**config.mk**
```make
export PLATFORM = sky130hd
export DESIGN_NAME = bitmap_page_allocator_unit
export DESIGN_NICKNAME = d
export VERILOG_FILES = /design/src/bpa_pkg.sv /design/src/bpa_map_mem.sv /design/src/bitmap_page_allocator_unit.sv
export VERILOG_INCLUDE_DIRS = /design/src /design/src/src
export SDC_FILE = /design/constraint.sdc
export NUM_CORES = 2
export LEC_CHECK = 0
export BUFFER_PORTS_ARGS = -buffer_cell sky130_fd_sc_hd__buf_2
export CELL_PAD_IN_SITES_DETAIL_PLACEMENT = 2
export CELL_PAD_IN_SITES_GLOBAL_PLACEMENT = 2
export CORE_ASPECT_RATIO = 1.4
export CORE_MARGIN = 10
export CORE_UTILIZATION = 50
export CTS_CLUSTER_SIZE = 14
export DETAILED_ROUTE_END_ITERATION = 16
export GPL_TIMING_DRIVEN = 0
export PLACE_DENSITY = 0.89
export SETUP_SLACK_MARGIN = 0.05
export SLEW_MARGIN = 0
export SYNTH_ARGS = -nofsm -noshare
export SYNTH_HDL_FRONTEND = slang
export SYNTH_HIERARCHICAL = 1
export SYNTH_SLANG_ARGS = --single-unit
```
**constraint.sdc**
```tcl
create_clock -name i_clk -period 6.2 [get_ports i_clk]
set_clock_uncertainty 0.1 [all_clocks]
set_input_delay 0.62 -clock i_clk [delete_from_list [all_inputs] [get_ports i_clk]]
set_output_delay 0.62 -clock i_clk [all_outputs]
set_load 0.005 [all_outputs]
```
**src/assert_macros.svh**
```systemverilog
`ifndef ASSERT_MACROS_SVH
`define ASSERT_MACROS_SVH

// Property that must hold at every clock edge outside reset
`define BPA_ASSERT(label, clk, rst_n, prop, msg) \
    label: assert property (@(posedge clk) disable iff (!rst_n) prop) \
        else $error(msg);

// Condition that must never be true outside reset
`define BPA_ASSERT_NEVER(label, clk, rst_n, expr, msg) \
    label: assert property (@(posedge clk) disable iff (!rst_n) !(expr)) \
        else $error(msg);

`endif

```
**src/bpa_pkg.sv**
```systemverilog
package bpa_pkg;

    // default geometry of the page bitmap
    localparam int PAGE_LIMIT_DEF    = 1024;
    localparam int MAP_WORD_BITS_DEF = 32;

    // fixed field widths on the stream ports
    localparam int PAGE_IDX_W = 10;
    localparam int PAGE_CNT_W = 11;
    localparam int OP_W       = 2;
    localparam int STATUS_W   = 2;
    localparam int S_DATA_W   = 16;
    localparam int M_DATA_W   = 24;

    typedef enum logic [OP_W-1:0] {
        OP_ALLOC,
        OP_FREE,
        OP_CHECK,
        OP_MARK
    } t_op;

    typedef enum logic [STATUS_W-1:0] {
        ST_OK,
        ST_FREE_ERR,
        ST_FULL,
        ST_NOT_FOUND
    } t_status;

endpackage

```
**src/bpa_map_mem.sv**
```systemverilog
// Bitmap word store: one write and one registered read per cycle.
// Per-word valid bits make every word read as zero until first written.
module bpa_map_mem #(
    parameter int WORDS     = 32,
    parameter int WORD_BITS = 32,
    parameter int ADDR_W    = 5
) (
    input  logic                 i_clk,
    input  logic                 i_rst_n,
    input  logic                 i_rd_en,
    input  logic [ADDR_W-1:0]    i_rd_addr,
    output logic [WORD_BITS-1:0] o_rd_word,
    input  logic                 i_wr_en,
    input  logic [ADDR_W-1:0]    i_wr_addr,
    input  logic [WORD_BITS-1:0] i_wr_data
);

    logic [WORD_BITS-1:0] mem [WORDS];
    logic [WORDS-1:0]     r_valid;
    logic [WORD_BITS-1:0] r_rdata;
    logic                 r_rd_vld;

    // storage array
    always_ff @(posedge i_clk) begin
        if (i_wr_en) begin
            mem[i_wr_addr] <= i_wr_data;
        end
        if (i_rd_en) begin
            r_rdata <= mem[i_rd_addr];
        end
    end

    // written-word flags, cleared at reset
    always_ff @(posedge i_clk) begin
        if (!i_rst_n) begin
            r_valid  <= '0;
            r_rd_vld <= 1'b0;
        end else begin
            if (i_wr_en) begin
                r_valid[i_wr_addr] <= 1'b1;
            end
            if (i_rd_en) begin
                r_rd_vld <= r_valid[i_rd_addr];
            end
        end
    end

    assign o_rd_word = r_rd_vld ? r_rdata : '0;

endmodule

```
**src/bitmap_page_allocator_unit.sv**
```systemverilog
// Path from accepted word to result word: check and mark go straight to the result state,
// free reads its bitmap word first, and allocate scans one bitmap word per cycle until a free page.
// Throughput: one request at a time, next accepted the cycle after the result is staged;
// allocate scan over the bitmap RAM read port sets the worst case.
// Reset (synchronous, active low) frees every page and clears the page count at once.
`include "assert_macros.svh"

module bitmap_page_allocator_unit #(
    parameter int PAGE_LIMIT    = bpa_pkg::PAGE_LIMIT_DEF,    // 32..1024
    parameter int MAP_WORD_BITS = bpa_pkg::MAP_WORD_BITS_DEF  // power of two, 8..64
) (
    input  logic                          i_clk,
    input  logic                          i_rst_n,
    input  logic                          i_s_tvalid,
    output logic                          o_s_tready,
    input  logic [bpa_pkg::S_DATA_W-1:0]  i_s_tdata,   // [9:0] page_index, rest zero
    input  logic [bpa_pkg::OP_W-1:0]      i_s_tuser,   // [1:0] op
    output logic                          o_m_tvalid,
    input  logic                          i_m_tready,
    output logic [bpa_pkg::M_DATA_W-1:0]  o_m_tdata,   // [9:0] granted_page,
                                                       // [20:10] page_count, rest zero
    output logic [bpa_pkg::STATUS_W-1:0]  o_m_tuser    // [1:0] status
);

    localparam int MAP_WORDS = (PAGE_LIMIT + MAP_WORD_BITS - 1) / MAP_WORD_BITS;
    localparam int WA_W      = (MAP_WORDS > 1) ? $clog2(MAP_WORDS) : 1;
    localparam int BIT_W     = $clog2(MAP_WORD_BITS);
    localparam int CNT_W     = $clog2(PAGE_LIMIT + 1);
    localparam int CMP_W     = ((CNT_W > bpa_pkg::PAGE_IDX_W) ? CNT_W
                                                             : bpa_pkg::PAGE_IDX_W) + 1;
    localparam int LAST_FILL = PAGE_LIMIT - (MAP_WORDS - 1) * MAP_WORD_BITS;
    localparam logic [WA_W-1:0]          LAST_WORD = WA_W'(MAP_WORDS - 1);
    localparam logic [CMP_W-1:0]         LIMIT_C   = CMP_W'(PAGE_LIMIT);
    // bits of the last word past the page limit count as taken
    localparam logic [MAP_WORD_BITS-1:0] PAD_LAST  =
        ~({MAP_WORD_BITS{1'b1}} >> (MAP_WORD_BITS - LAST_FILL));

    typedef enum logic [1:0] {
        S_IDLE,
        S_ALLOC,
        S_FREE,
        S_RESP
    } t_state;

    t_state                              r_state;
    logic [bpa_pkg::PAGE_IDX_W-1:0]      r_pg;
    logic [WA_W-1:0]                     r_addr;
    logic [CNT_W-1:0]                    r_hw;
    bpa_pkg::t_status                    r_res_status;
    logic [bpa_pkg::PAGE_IDX_W-1:0]      r_res_grant;
    logic                                r_m_valid;
    bpa_pkg::t_status                    r_m_status;
    logic [bpa_pkg::PAGE_IDX_W-1:0]      r_m_grant;
    logic [bpa_pkg::PAGE_CNT_W-1:0]      r_m_count;

    logic                                s_fire;
    bpa_pkg::t_op                        in_op;
    logic [CMP_W-1:0]                    in_pg_ext;
    logic [WA_W-1:0]                     in_word;
    logic                                in_free_ok;
    logic [CMP_W-1:0]                    in_pg_inc;
    logic [CMP_W-1:0]                    mark_need;
    logic [CMP_W-1:0]                    hw_ext;

    logic [MAP_WORD_BITS-1:0]            rd_word;
    logic [MAP_WORD_BITS-1:0]            pad_mask;
    logic [MAP_WORD_BITS-1:0]            free_bits;
    logic [BIT_W-1:0]                    low_bit;
    logic                                found;
    logic                                last;
    logic [CMP_W-1:0]                    grant_ext;
    logic [CMP_W-1:0]                    alloc_need;
    logic [MAP_WORD_BITS-1:0]            free_mask;
    logic                                free_set;

    logic                                rd_en;
    logic [WA_W-1:0]                     rd_addr;
    logic                                wr_en;
    logic [MAP_WORD_BITS-1:0]            wr_data;

    // input decode
    assign o_s_tready = (r_state == S_IDLE);
    assign s_fire     = i_s_tvalid && o_s_tready;
    assign in_op      = bpa_pkg::t_op'(i_s_tuser);
    assign in_pg_ext  = CMP_W'(i_s_tdata[bpa_pkg::PAGE_IDX_W-1:0]);
    assign in_word    = WA_W'(in_pg_ext >> BIT_W);
    assign in_free_ok = (in_pg_ext < LIMIT_C);
    assign in_pg_inc  = in_pg_ext + CMP_W'(1);
    assign mark_need  = (in_pg_inc > LIMIT_C) ? LIMIT_C : in_pg_inc;
    assign hw_ext     = CMP_W'(r_hw);

    // lowest clear bit of the word under scan
    assign pad_mask  = (r_addr == LAST_WORD) ? PAD_LAST : '0;
    assign free_bits = ~(rd_word | pad_mask);
    assign found     = |free_bits;
    assign last      = (r_addr == LAST_WORD);

    always_comb begin
        low_bit = '0;
        for (int i = MAP_WORD_BITS - 1; i >= 0; i--) begin
            if (free_bits[i]) begin
                low_bit = BIT_W'(i);
            end
        end
    end

    assign grant_ext  = CMP_W'({r_addr, low_bit});
    assign alloc_need = grant_ext + CMP_W'(1);

    // bit under test for free
    assign free_mask = MAP_WORD_BITS'(1) << r_pg[BIT_W-1:0];
    assign free_set  = |(rd_word & free_mask);

    // bitmap RAM access
    always_comb begin
        rd_en   = 1'b0;
        rd_addr = '0;
        wr_en   = 1'b0;
        wr_data = rd_word | (MAP_WORD_BITS'(1) << low_bit);
        case (r_state)
            S_IDLE: begin
                if (s_fire && in_op == bpa_pkg::OP_ALLOC) begin
                    rd_en = 1'b1;
                end else if (s_fire && in_op == bpa_pkg::OP_FREE && in_free_ok) begin
                    rd_en   = 1'b1;
                    rd_addr = in_word;
                end
            end
            S_ALLOC: begin
                if (found) begin
                    wr_en = 1'b1;
                end else if (!last) begin
                    rd_en   = 1'b1;
                    rd_addr = r_addr + WA_W'(1);
                end
            end
            S_FREE: begin
                wr_en   = free_set;
                wr_data = rd_word & ~free_mask;
            end
            default: begin
            end
        endcase
    end

    bpa_map_mem #(
        .WORDS     (MAP_WORDS),
        .WORD_BITS (MAP_WORD_BITS),
        .ADDR_W    (WA_W)
    ) u_map (
        .i_clk     (i_clk),
        .i_rst_n   (i_rst_n),
        .i_rd_en   (rd_en),
        .i_rd_addr (rd_addr),
        .o_rd_word (rd_word),
        .i_wr_en   (wr_en),
        .i_wr_addr (r_addr),
        .i_wr_data (wr_data)
    );

    // request sequencer and output register
    always_ff @(posedge i_clk) begin
        if (!i_rst_n) begin
            r_state   <= S_IDLE;
            r_hw      <= '0;
            r_m_valid <= 1'b0;
        end else begin
            // output word flag: set when a result is staged, cleared when taken
            if (r_state == S_RESP && (!r_m_valid || i_m_tready)) begin
                r_m_valid <= 1'b1;
            end else if (i_m_tready) begin
                r_m_valid <= 1'b0;
            end
            case (r_state)
                S_IDLE: begin
                    if (s_fire) begin
                        r_pg        <= i_s_tdata[bpa_pkg::PAGE_IDX_W-1:0];
                        r_res_grant <= '0;
                        case (in_op)
                            bpa_pkg::OP_ALLOC: begin
                                r_addr  <= '0;
                                r_state <= S_ALLOC;
                            end
                            bpa_pkg::OP_FREE: begin
                                r_addr <= in_word;
                                if (in_free_ok) begin
                                    r_state <= S_FREE;
                                end else begin
                                    r_res_status <= bpa_pkg::ST_FREE_ERR;
                                    r_state      <= S_RESP;
                                end
                            end
                            bpa_pkg::OP_CHECK: begin
                                r_res_status <= (in_pg_ext >= hw_ext) ?
                                                bpa_pkg::ST_NOT_FOUND : bpa_pkg::ST_OK;
                                r_state      <= S_RESP;
                            end
                            bpa_pkg::OP_MARK: begin
                                if (mark_need > hw_ext) begin
                                    r_hw <= CNT_W'(mark_need);
                                end
                                r_res_status <= bpa_pkg::ST_OK;
                                r_state      <= S_RESP;
                            end
                            default: begin
                                r_state <= S_IDLE;
                            end
                        endcase
                    end
                end
                S_ALLOC: begin
                    if (found) begin
                        r_res_status <= bpa_pkg::ST_OK;
                        r_res_grant  <= bpa_pkg::PAGE_IDX_W'(grant_ext);
                        if (alloc_need > hw_ext) begin
                            r_hw <= CNT_W'(alloc_need);
                        end
                        r_state <= S_RESP;
                    end else if (last) begin
                        r_res_status <= bpa_pkg::ST_FULL;
                        r_state      <= S_RESP;
                    end else begin
                        r_addr <= r_addr + WA_W'(1);
                    end
                end
                S_FREE: begin
                    r_res_status <= free_set ? bpa_pkg::ST_OK : bpa_pkg::ST_FREE_ERR;
                    r_state      <= S_RESP;
                end
                S_RESP: begin
                    if (!r_m_valid || i_m_tready) begin
                        r_m_status <= r_res_status;
                        r_m_grant  <= r_res_grant;
                        r_m_count  <= bpa_pkg::PAGE_CNT_W'(r_hw);
                        r_state    <= S_IDLE;
                    end
                end
                default: begin
                    r_state <= S_IDLE;
                end
            endcase
        end
    end

    assign o_m_tvalid = r_m_valid;
    assign o_m_tuser  = r_m_status;
    assign o_m_tdata  = bpa_pkg::M_DATA_W'({r_m_count, r_m_grant});

    // checks
    `BPA_ASSERT_NEVER(a_rw_clash, i_clk, i_rst_n, rd_en && wr_en, "bitmap read and write overlap")
    `BPA_ASSERT(a_hw_limit, i_clk, i_rst_n, hw_ext <= LIMIT_C, "page count above limit")
    `BPA_ASSERT(a_hw_rise, i_clk, i_rst_n, 1'b1 |=> r_hw >= $past(r_hw), "page count fell")
    `BPA_ASSERT(a_resp_load, i_clk, i_rst_n,
                (r_state == S_RESP && !r_m_valid) |=> (r_m_valid && r_state == S_IDLE),
                "result not staged")

endmodule
```
After elaboration in Yosys (flattened, before gate mapping)
Memory sizes are Yosys's and may differ from the RTL's. A register that Yosys moved wholly into a read port is not among the register bits.
Cells that the tools add are included.
- flip-flop bits (word level): 92
- memory bits (writable): 1024
- bits of input ports: 22
- output and inout bits: 28
- logic and storage cells: 158
- memories kept: 1
- memory list (memory ; words ; width ; rd ports ; clocked after Yosys merged registers in ; write ports ; line ; RTL):
    u_map.mem ; 32 ; 32 ; 1 ; 1 ; 1 ; bpa_map_mem.sv:18 ; logic [WORD_BITS-1:0] mem [WORDS];
- $add $sub $neg: 3
- $lt $le $gt $ge: 8
- equality and inequality tests: 19
- shift operators: 2
- multiplexer cells: 84
- bitwise logic cells: 6
- reductions and logical operators: 23
- operators with widths (operator ; number):
    two-way mux 5 bit ; 39
    two-way mux 11 bit ; 6
    AND 32 bit ; 2
    two-way mux 32 bit ; 2
    inverter 32 bit ; 2
    OR 32 bit ; 2
    OR reduction 32 bit ; 2
    left shift 1 x 5 -> 32 bit (first input constant) ; 2
    one-hot mux 5 bit (2 select lines) ; 3
    adder 10 x 1 -> 11 bit (second input constant) ; 2
    greater-than comparator 11 bit ; 2
    one-hot mux 11 bit (2 select lines) ; 1
    two-way mux 10 bit ; 2
    one-hot mux 10 bit (2 select lines) ; 1
    two-way mux 2 bit ; 9
    one-hot mux 2 bit (3 select lines) ; 3
    AND reduction 6 bit ; 3
    two-way mux 1 bit ; 13
    less-than comparator 5 x 6 -> 1 bit (second input constant) ; 2
    greater-or-equal comparator 10 x 11 -> 1 bit ; 1
    greater-than comparator 11 bit (second input constant) ; 1
    less-than comparator 10 x 11 -> 1 bit (second input constant) ; 1
    AND reduction 3 bit ; 3
    equality test 2 bit (second input constant) ; 4
    other kinds (21) ; 37

Longest topological paths before layout
- depth in word-level cells: 39
- mapped depth: 22
- gate-level depth less buffers: 19

Modules after synthesis
The synthesis kept the hierarchy.
- modules (own cells, without submodules) (module ; instances ; cells an instance ; area each (µm²) ; seq. area each (µm²)):
    bpa_map_mem ; 1 ; 1677 ; 41303.4 ; 32371.0
    bitmap_page_allocator_unit ; 1 ; 603 ; 5074.9 ; 1631.6

Worst setup path before layout
Ideal clock, no wire load.
- path kind: register to register
- start: reg u_map.r_rd_vld
- end: reg r_hw[4]
- setup time: 0.127 ns
- arrival: 4.153 ns
- data required time: 5.973 ns
- slack: 1.820 ns
- stages on the path, launching flop included: 22
- buffers on the path: 3
- clock period less this slack: 4.380 ns
- path through: dfxtp_1 > clkbuf_1 > and2_1 > nand4_2 > or2_2 > a2111oi_2 > o21ba_2 > nor3b_1 > ha_1 > and4_1 > nand2_1 > xnor2_1 > ha_1 > a211oi_1 > nand2_1 > nor4b_1 > o31ai_1 > and4b_1 > buf_6 > buf_8 > o2111ai_1 > o31ai_2
- elaborated cells between the ends (all ways): 43
- classes of those cells: add/sub: 1; order compare: 1; eq/ne: 2; mux: 36; bitwise: 1; reduce/logical: 2
- RTL lines (element ; line ; RTL):
    start, declared ; bpa_map_mem.sv:21 ; logic r_rd_vld;
    start signal, assigned ; bpa_map_mem.sv:43 ; r_rd_vld <= r_valid[i_rd_addr];
    two-way mux 32 bit * ; bpa_map_mem.sv:48 ; assign o_rd_word = r_rd_vld ? r_rdata : '0;
    via rd_word[6] ; bitmap_page_allocator_unit.sv:65 ; logic [MAP_WORD_BITS-1:0] rd_word;
    inverter 32 bit * ; bitmap_page_allocator_unit.sv:94 ; assign free_bits = ~(rd_word | pad_mask);
    two-way mux 5 bit * (7 in series) ; bitmap_page_allocator_unit.sv:101 ; if (free_bits[i]) begin
    via low_bit[1] ; bitmap_page_allocator_unit.sv:68 ; logic [BIT_W-1:0] low_bit;
    adder 10 x 1 -> 11 bit * ; bitmap_page_allocator_unit.sv:108 ; assign alloc_need = grant_ext + CMP_W'(1);
    greater-than comparator 11 bit / two-way mux 11 bit (equally long branches) ; bitmap_page_allocator_unit.sv:215 ; if (alloc_need > hw_ext) begin
    != test 2 bit (no source line) / two-way mux 11 bit (equally long branches) ; - ;
    AND reduction 6 bit (no source line) / one-hot mux 11 bit (2 select lines) (equally long branches) ; - ;
    end signal, assigned ; bitmap_page_allocator_unit.sv:200 ; r_hw <= CNT_W'(mark_need);
    end signal, assigned ; bitmap_page_allocator_unit.sv:216 ; r_hw <= CNT_W'(alloc_need);
    end, declared ; bitmap_page_allocator_unit.sv:48 ; logic [CNT_W-1:0] r_hw;
Mark *: on every way through the listed nets, which the timed path passes. The rest lies on a longest branch. The select of a mux whose other input is x is not followed.
A chain may end at the register's enable or synchronous reset.

Worst setup path after layout
- start: reg u_map.r_rd_vld
- end: reg u_map.r_rdata[22], read port of u_map.mem, data pin
- word-level cells in the longest chain between the ends: 5
- elaborated cells between the ends (all ways): 7
- classes of those cells: mux: 5; bitwise: 1; reduce/logical: 1
- ends and longest elaborated chain (element ; line ; RTL):
    two-way mux 32 bit ; bpa_map_mem.sv:48 ;
    via rd_word[16] ; bitmap_page_allocator_unit.sv:65 ;
    inverter 32 bit ; bitmap_page_allocator_unit.sv:94 ;
    OR reduction 32 bit ; bitmap_page_allocator_unit.sv:95 ; assign found = |free_bits;
    two-way mux 5 bit ; bitmap_page_allocator_unit.sv:130 ; if (found) begin
    one-hot mux 5 bit (2 select lines) ; bitmap_page_allocator_unit.sv:120 ; case (r_state)
    via rd_addr[1] ; bitmap_page_allocator_unit.sv:77 ; logic [WA_W-1:0] rd_addr;
    end, declared ; bpa_map_mem.sv:20 ; logic [WORD_BITS-1:0] r_rdata;
The timed path passes the listed nets, and every way through them passes these cells.

==> impl_metrics.csv <==
group,metric,value,unit
run_status,outcome,"finished with violations",
run_status,violations,"setup timing",
drt,drc_errors,0,
sta,period_minus_slack,6.81,ns
floorplanning,core-area,0.0923,mm²
clocking,cts-root-buf,"clkbuf_16",
sta,finalHoldViolCount,0,
clocking,clk_path_buf_depth,3,
final_layout,fin_util,57.9,%
synthesis,synth_cell_types,75,
clocking,cts_tree,"yes",
worst_setup_path,max_stage_delay,1.09,ns
worst_setup_path,arrival,7.17,ns
clocking,clock-sinks,1148,
global_routing,grt_max_degree,33,
floorplanning,die_w,277,µm
worst_setup_path,path_max_fanout,10,
floorplanning,ios,50,
power,power_density,359,mW/mm²
synthesis,synth_xor_area_share,0.283,%
drt,viasPerCell,7.86,
worst_setup_path,reg2reg_slack,-0.61,ns
worst_setup_path,rr_startpoint,"u_map/r_rd_vld",
global_routing,first_global_vias,29603,
clocking,insertion_delay,0.74,ns
synthesis,ys_seq_area_share,73.3,%
final_layout,final_cell_mix,"1,101 x edfxtp_1, 320 x mux4_2, 111 x clkbuf_16, 68 x nand2_1, 68 x clkbuf_1",
worst_setup_path,slowest_stage,"clkbuf_1",
worst_setup_path,end_kind,"register",
final_layout,drive_gt1_share,30.3,%
final_layout,syn_to_final_growth,15.2,%
clocking,clkTransAtPathRegs,0.08,ns
worst_setup_path,required,6.56,ns
worst_setup_path,path_depth,12,
synthesis,postSynthAreaPerCell,20.3,µm²
synthesis,synth_ff_type,"edfxtp_1",
synthesis,synth_compound_area_share,3.18,%
sta,worst_pin_slew,1.42,ns
synthesis,synthMuxAreaShare,16.9,%
synthesis,synth_fa_ha_area_share,1.27,%
power,power.total,0.0192,W
power,p_leak,16.6,nW
floorplanning,chipHeight,380,µm
synthesis,syn-cell-area,0.0464,mm²
worst_setup_path,critPathCapture,"u_map/r_rdata[22]",
power,peakVddDrop,235,µV
synthesis,synthCells,2280,
worst_setup_path,critPathTopFamily,"simple AND/OR/NAND/NOR gates",
worst_setup_path,crit_buf_inv,3,
drt,post_drt_wl_per_cell,54.5,µm
worst_hold_path,hold_class,"input pin to register",
synthesis,synth_top_family_by_area,"multiplexers",
synthesis,synth_edf_count,1101,
sta,max_slew_margin,5.12,%
run,maxCapViolCount,0,
global_routing,grt.total_usage,36.5,%
sta,finalCritPeriodShare,110,%
drt,ant_nets,0,
worst_setup_path,r2r-end,"u_map/r_rdata[22]",
worst_setup_path,timing.critical_path.mode_cell,"mux4_2",
worst_setup_path,crit_chain,"buf_4, and2_1, nand4_1, nor2_1, and3_1, buf_6, nor3b_2, a22o_2, clkbuf_1, mux4_2, mux4_2, mux2_2",
floorplanning,die_area,0.106,mm²
drt,drt_iter0_markers,5961,
global_routing,gr-total-overflow,0,
synthesis,ys_warn_count,6,
global_routing,antenna_found_initial,28,
global_routing,grt_pass1_wl,266,mm
clocking,h-tree-depth,3,
worst_setup_path,reg2regPathDepth,12,
final_layout,nets,2562,
sta,setup_viol,191,
placement,io_buffers,39,
sta,slew_violations,0,
final_layout,final_common_cell,"edfxtp_1",
worst_setup_path,start_kind,"register",
worst_setup_path,path_class,"register to register",
drt,routed_wirelength,208,mm
sta,setup_ws,-0.609,ns
drt,vias,29972,
synthesis,postSynth.asyncResetShare,0,%
worst_hold_path,min_path_cells,1,
worst_setup_path,startpoint,"u_map/r_rd_vld",
placement,hpwlAfterDp,115,mm
synthesis,yosys.area_share.simple,3.55,%
synthesis,ys_ff_latch,1148,
clocking,cts_buffers,108,
placement,gp_routability_congestion,0.953,
sta,fmax,0.147,GHz
floorplanning,placementRows,132,
floorplanning,start_util,50.2,%
drt,drt-pass1-iter-count,6,
-- sequential cells by signal, summed over array words and instances, names as in the netlist --
name            count
r_m_count          11
r_addr              5
r_res_grant        10
o_m_tuser           2
r_hw               11
r_res_status        2
u_map/r_valid      32
o_m_tvalid          1
u_map/r_rdata      32
u_map/r_rd_vld      1
u_map/mem        1024
r_m_grant          10
r_pg                5
r_state             2
-- layer usage --
layer	share of wire [%]	global-route usage [%]
met5	0.058	0.137
met4	9.3	26.7
met3	12	9.90
met2	47	56.7
met1	32	43.4
-- cell families (layout without fill, tap and decap cells) --
| kind of cell | Yosys count | in the layout |
|---|---|---|
| buffers and inverters | 152 | 456 |
| other | 1 | 23 |
| multiplexers | 378 | 378 |
| AND/OR/NAND/NOR | 314 | 314 |
| flip-flops | 1148 | 1148 |
| adder cells (fa/ha/maj) | 47 | 47 |
| XOR/XNOR | 15 | 15 |
| AO/OA/AOI/OAI | 225 | 225 |
-- through the flow --
step / setup TNS [ns] / worst slack (ns) / area, µm² / hold slack [ns] / instances
CTS: 0 / 0.00227 / 53200 / 0.0840 / 3790
global route: -8.45 / -0.370 / 53400 / 0.0952 / 3794
detailed placement: -36.52 / -1.21 / 49600 / 0.311 / 3588
global placement: -859.53 / -1.05 / 48100 / 0.303 / 3527
floorplan: 0 / 1.82 / 46400 / 0.300 / 2282
finish: -27.01 / -0.609 / 53400 / 0.116 / 3812
-- cells in the mapped netlist (all sizes together) (25+ instances only) --
library cell | count | area (µm²)
edfxtp | 1101 | 33100
mux4 | 320 | 7210
o21ai | 90 | 454
nor2 | 79 | 297
clkbuf | 68 | 255
nand2 | 68 | 255
buf | 47 | 307
dfxtp | 47 | 941
ha | 47 | 588
and2 | 39 | 244
inv | 37 | 139
o21a | 35 | 263
mux2 | 33 | 372
nand3 | 28 | 140
mux2i | 25 | 250
-- cell type report --
| type | instances | area (µm²) |
|---|---|---|
| Fill cell | 7343 | 38900 |
| Sequential cell | 1148 | 34000 |
| Multi-Input combinational cell | 982 | 12200 |
| Clock buffer | 140 | 2930 |
| Tap cell | 1206 | 1510 |
| Timing Repair Buffer | 103 | 1310 |
| Clock inverter | 63 | 662 |
| Buffer | 113 | 639 |
| Inverter | 37 | 139 |
| Antenna cell | 20 | 50.0 |
-- where the power goes --
part	internal (W)	switching (W)
clock network	0.00389	0.00343
registers	0.00889	0.000174
logic	0.000792	0.00199
-- repair_timing --
action | CTS | global route
setup buffers | 1 | 2
gates resized for setup | 52 | 27
setup endpoints to repair | 44 | 44
cloned | 0 | 0
pin swaps | 1 | 2
hold buffers | 0 | 0
-- how the worst min path moves through the flow --
| stage | start | to | slack [ns] |
|---|---|---|---|
| 3_5_place_dp | r_res_status[1] | o_m_tuser[1] | 0.31 |
| 2_1_floorplan | r_res_status[0] | o_m_tuser[0] | 0.30 |
| 4_1_cts | i_s_tdata[4] | r_pg[4] | 0.08 |
| 3_3_place_gp | r_res_status[0] | o_m_tuser[0] | 0.30 |
| 5_1_grt | i_s_tdata[4] | r_pg[4] | 0.1 |
| 6_report | i_s_tdata[4] | r_pg[4] | 0.12 |
Power figures use the tool's default switching activity.
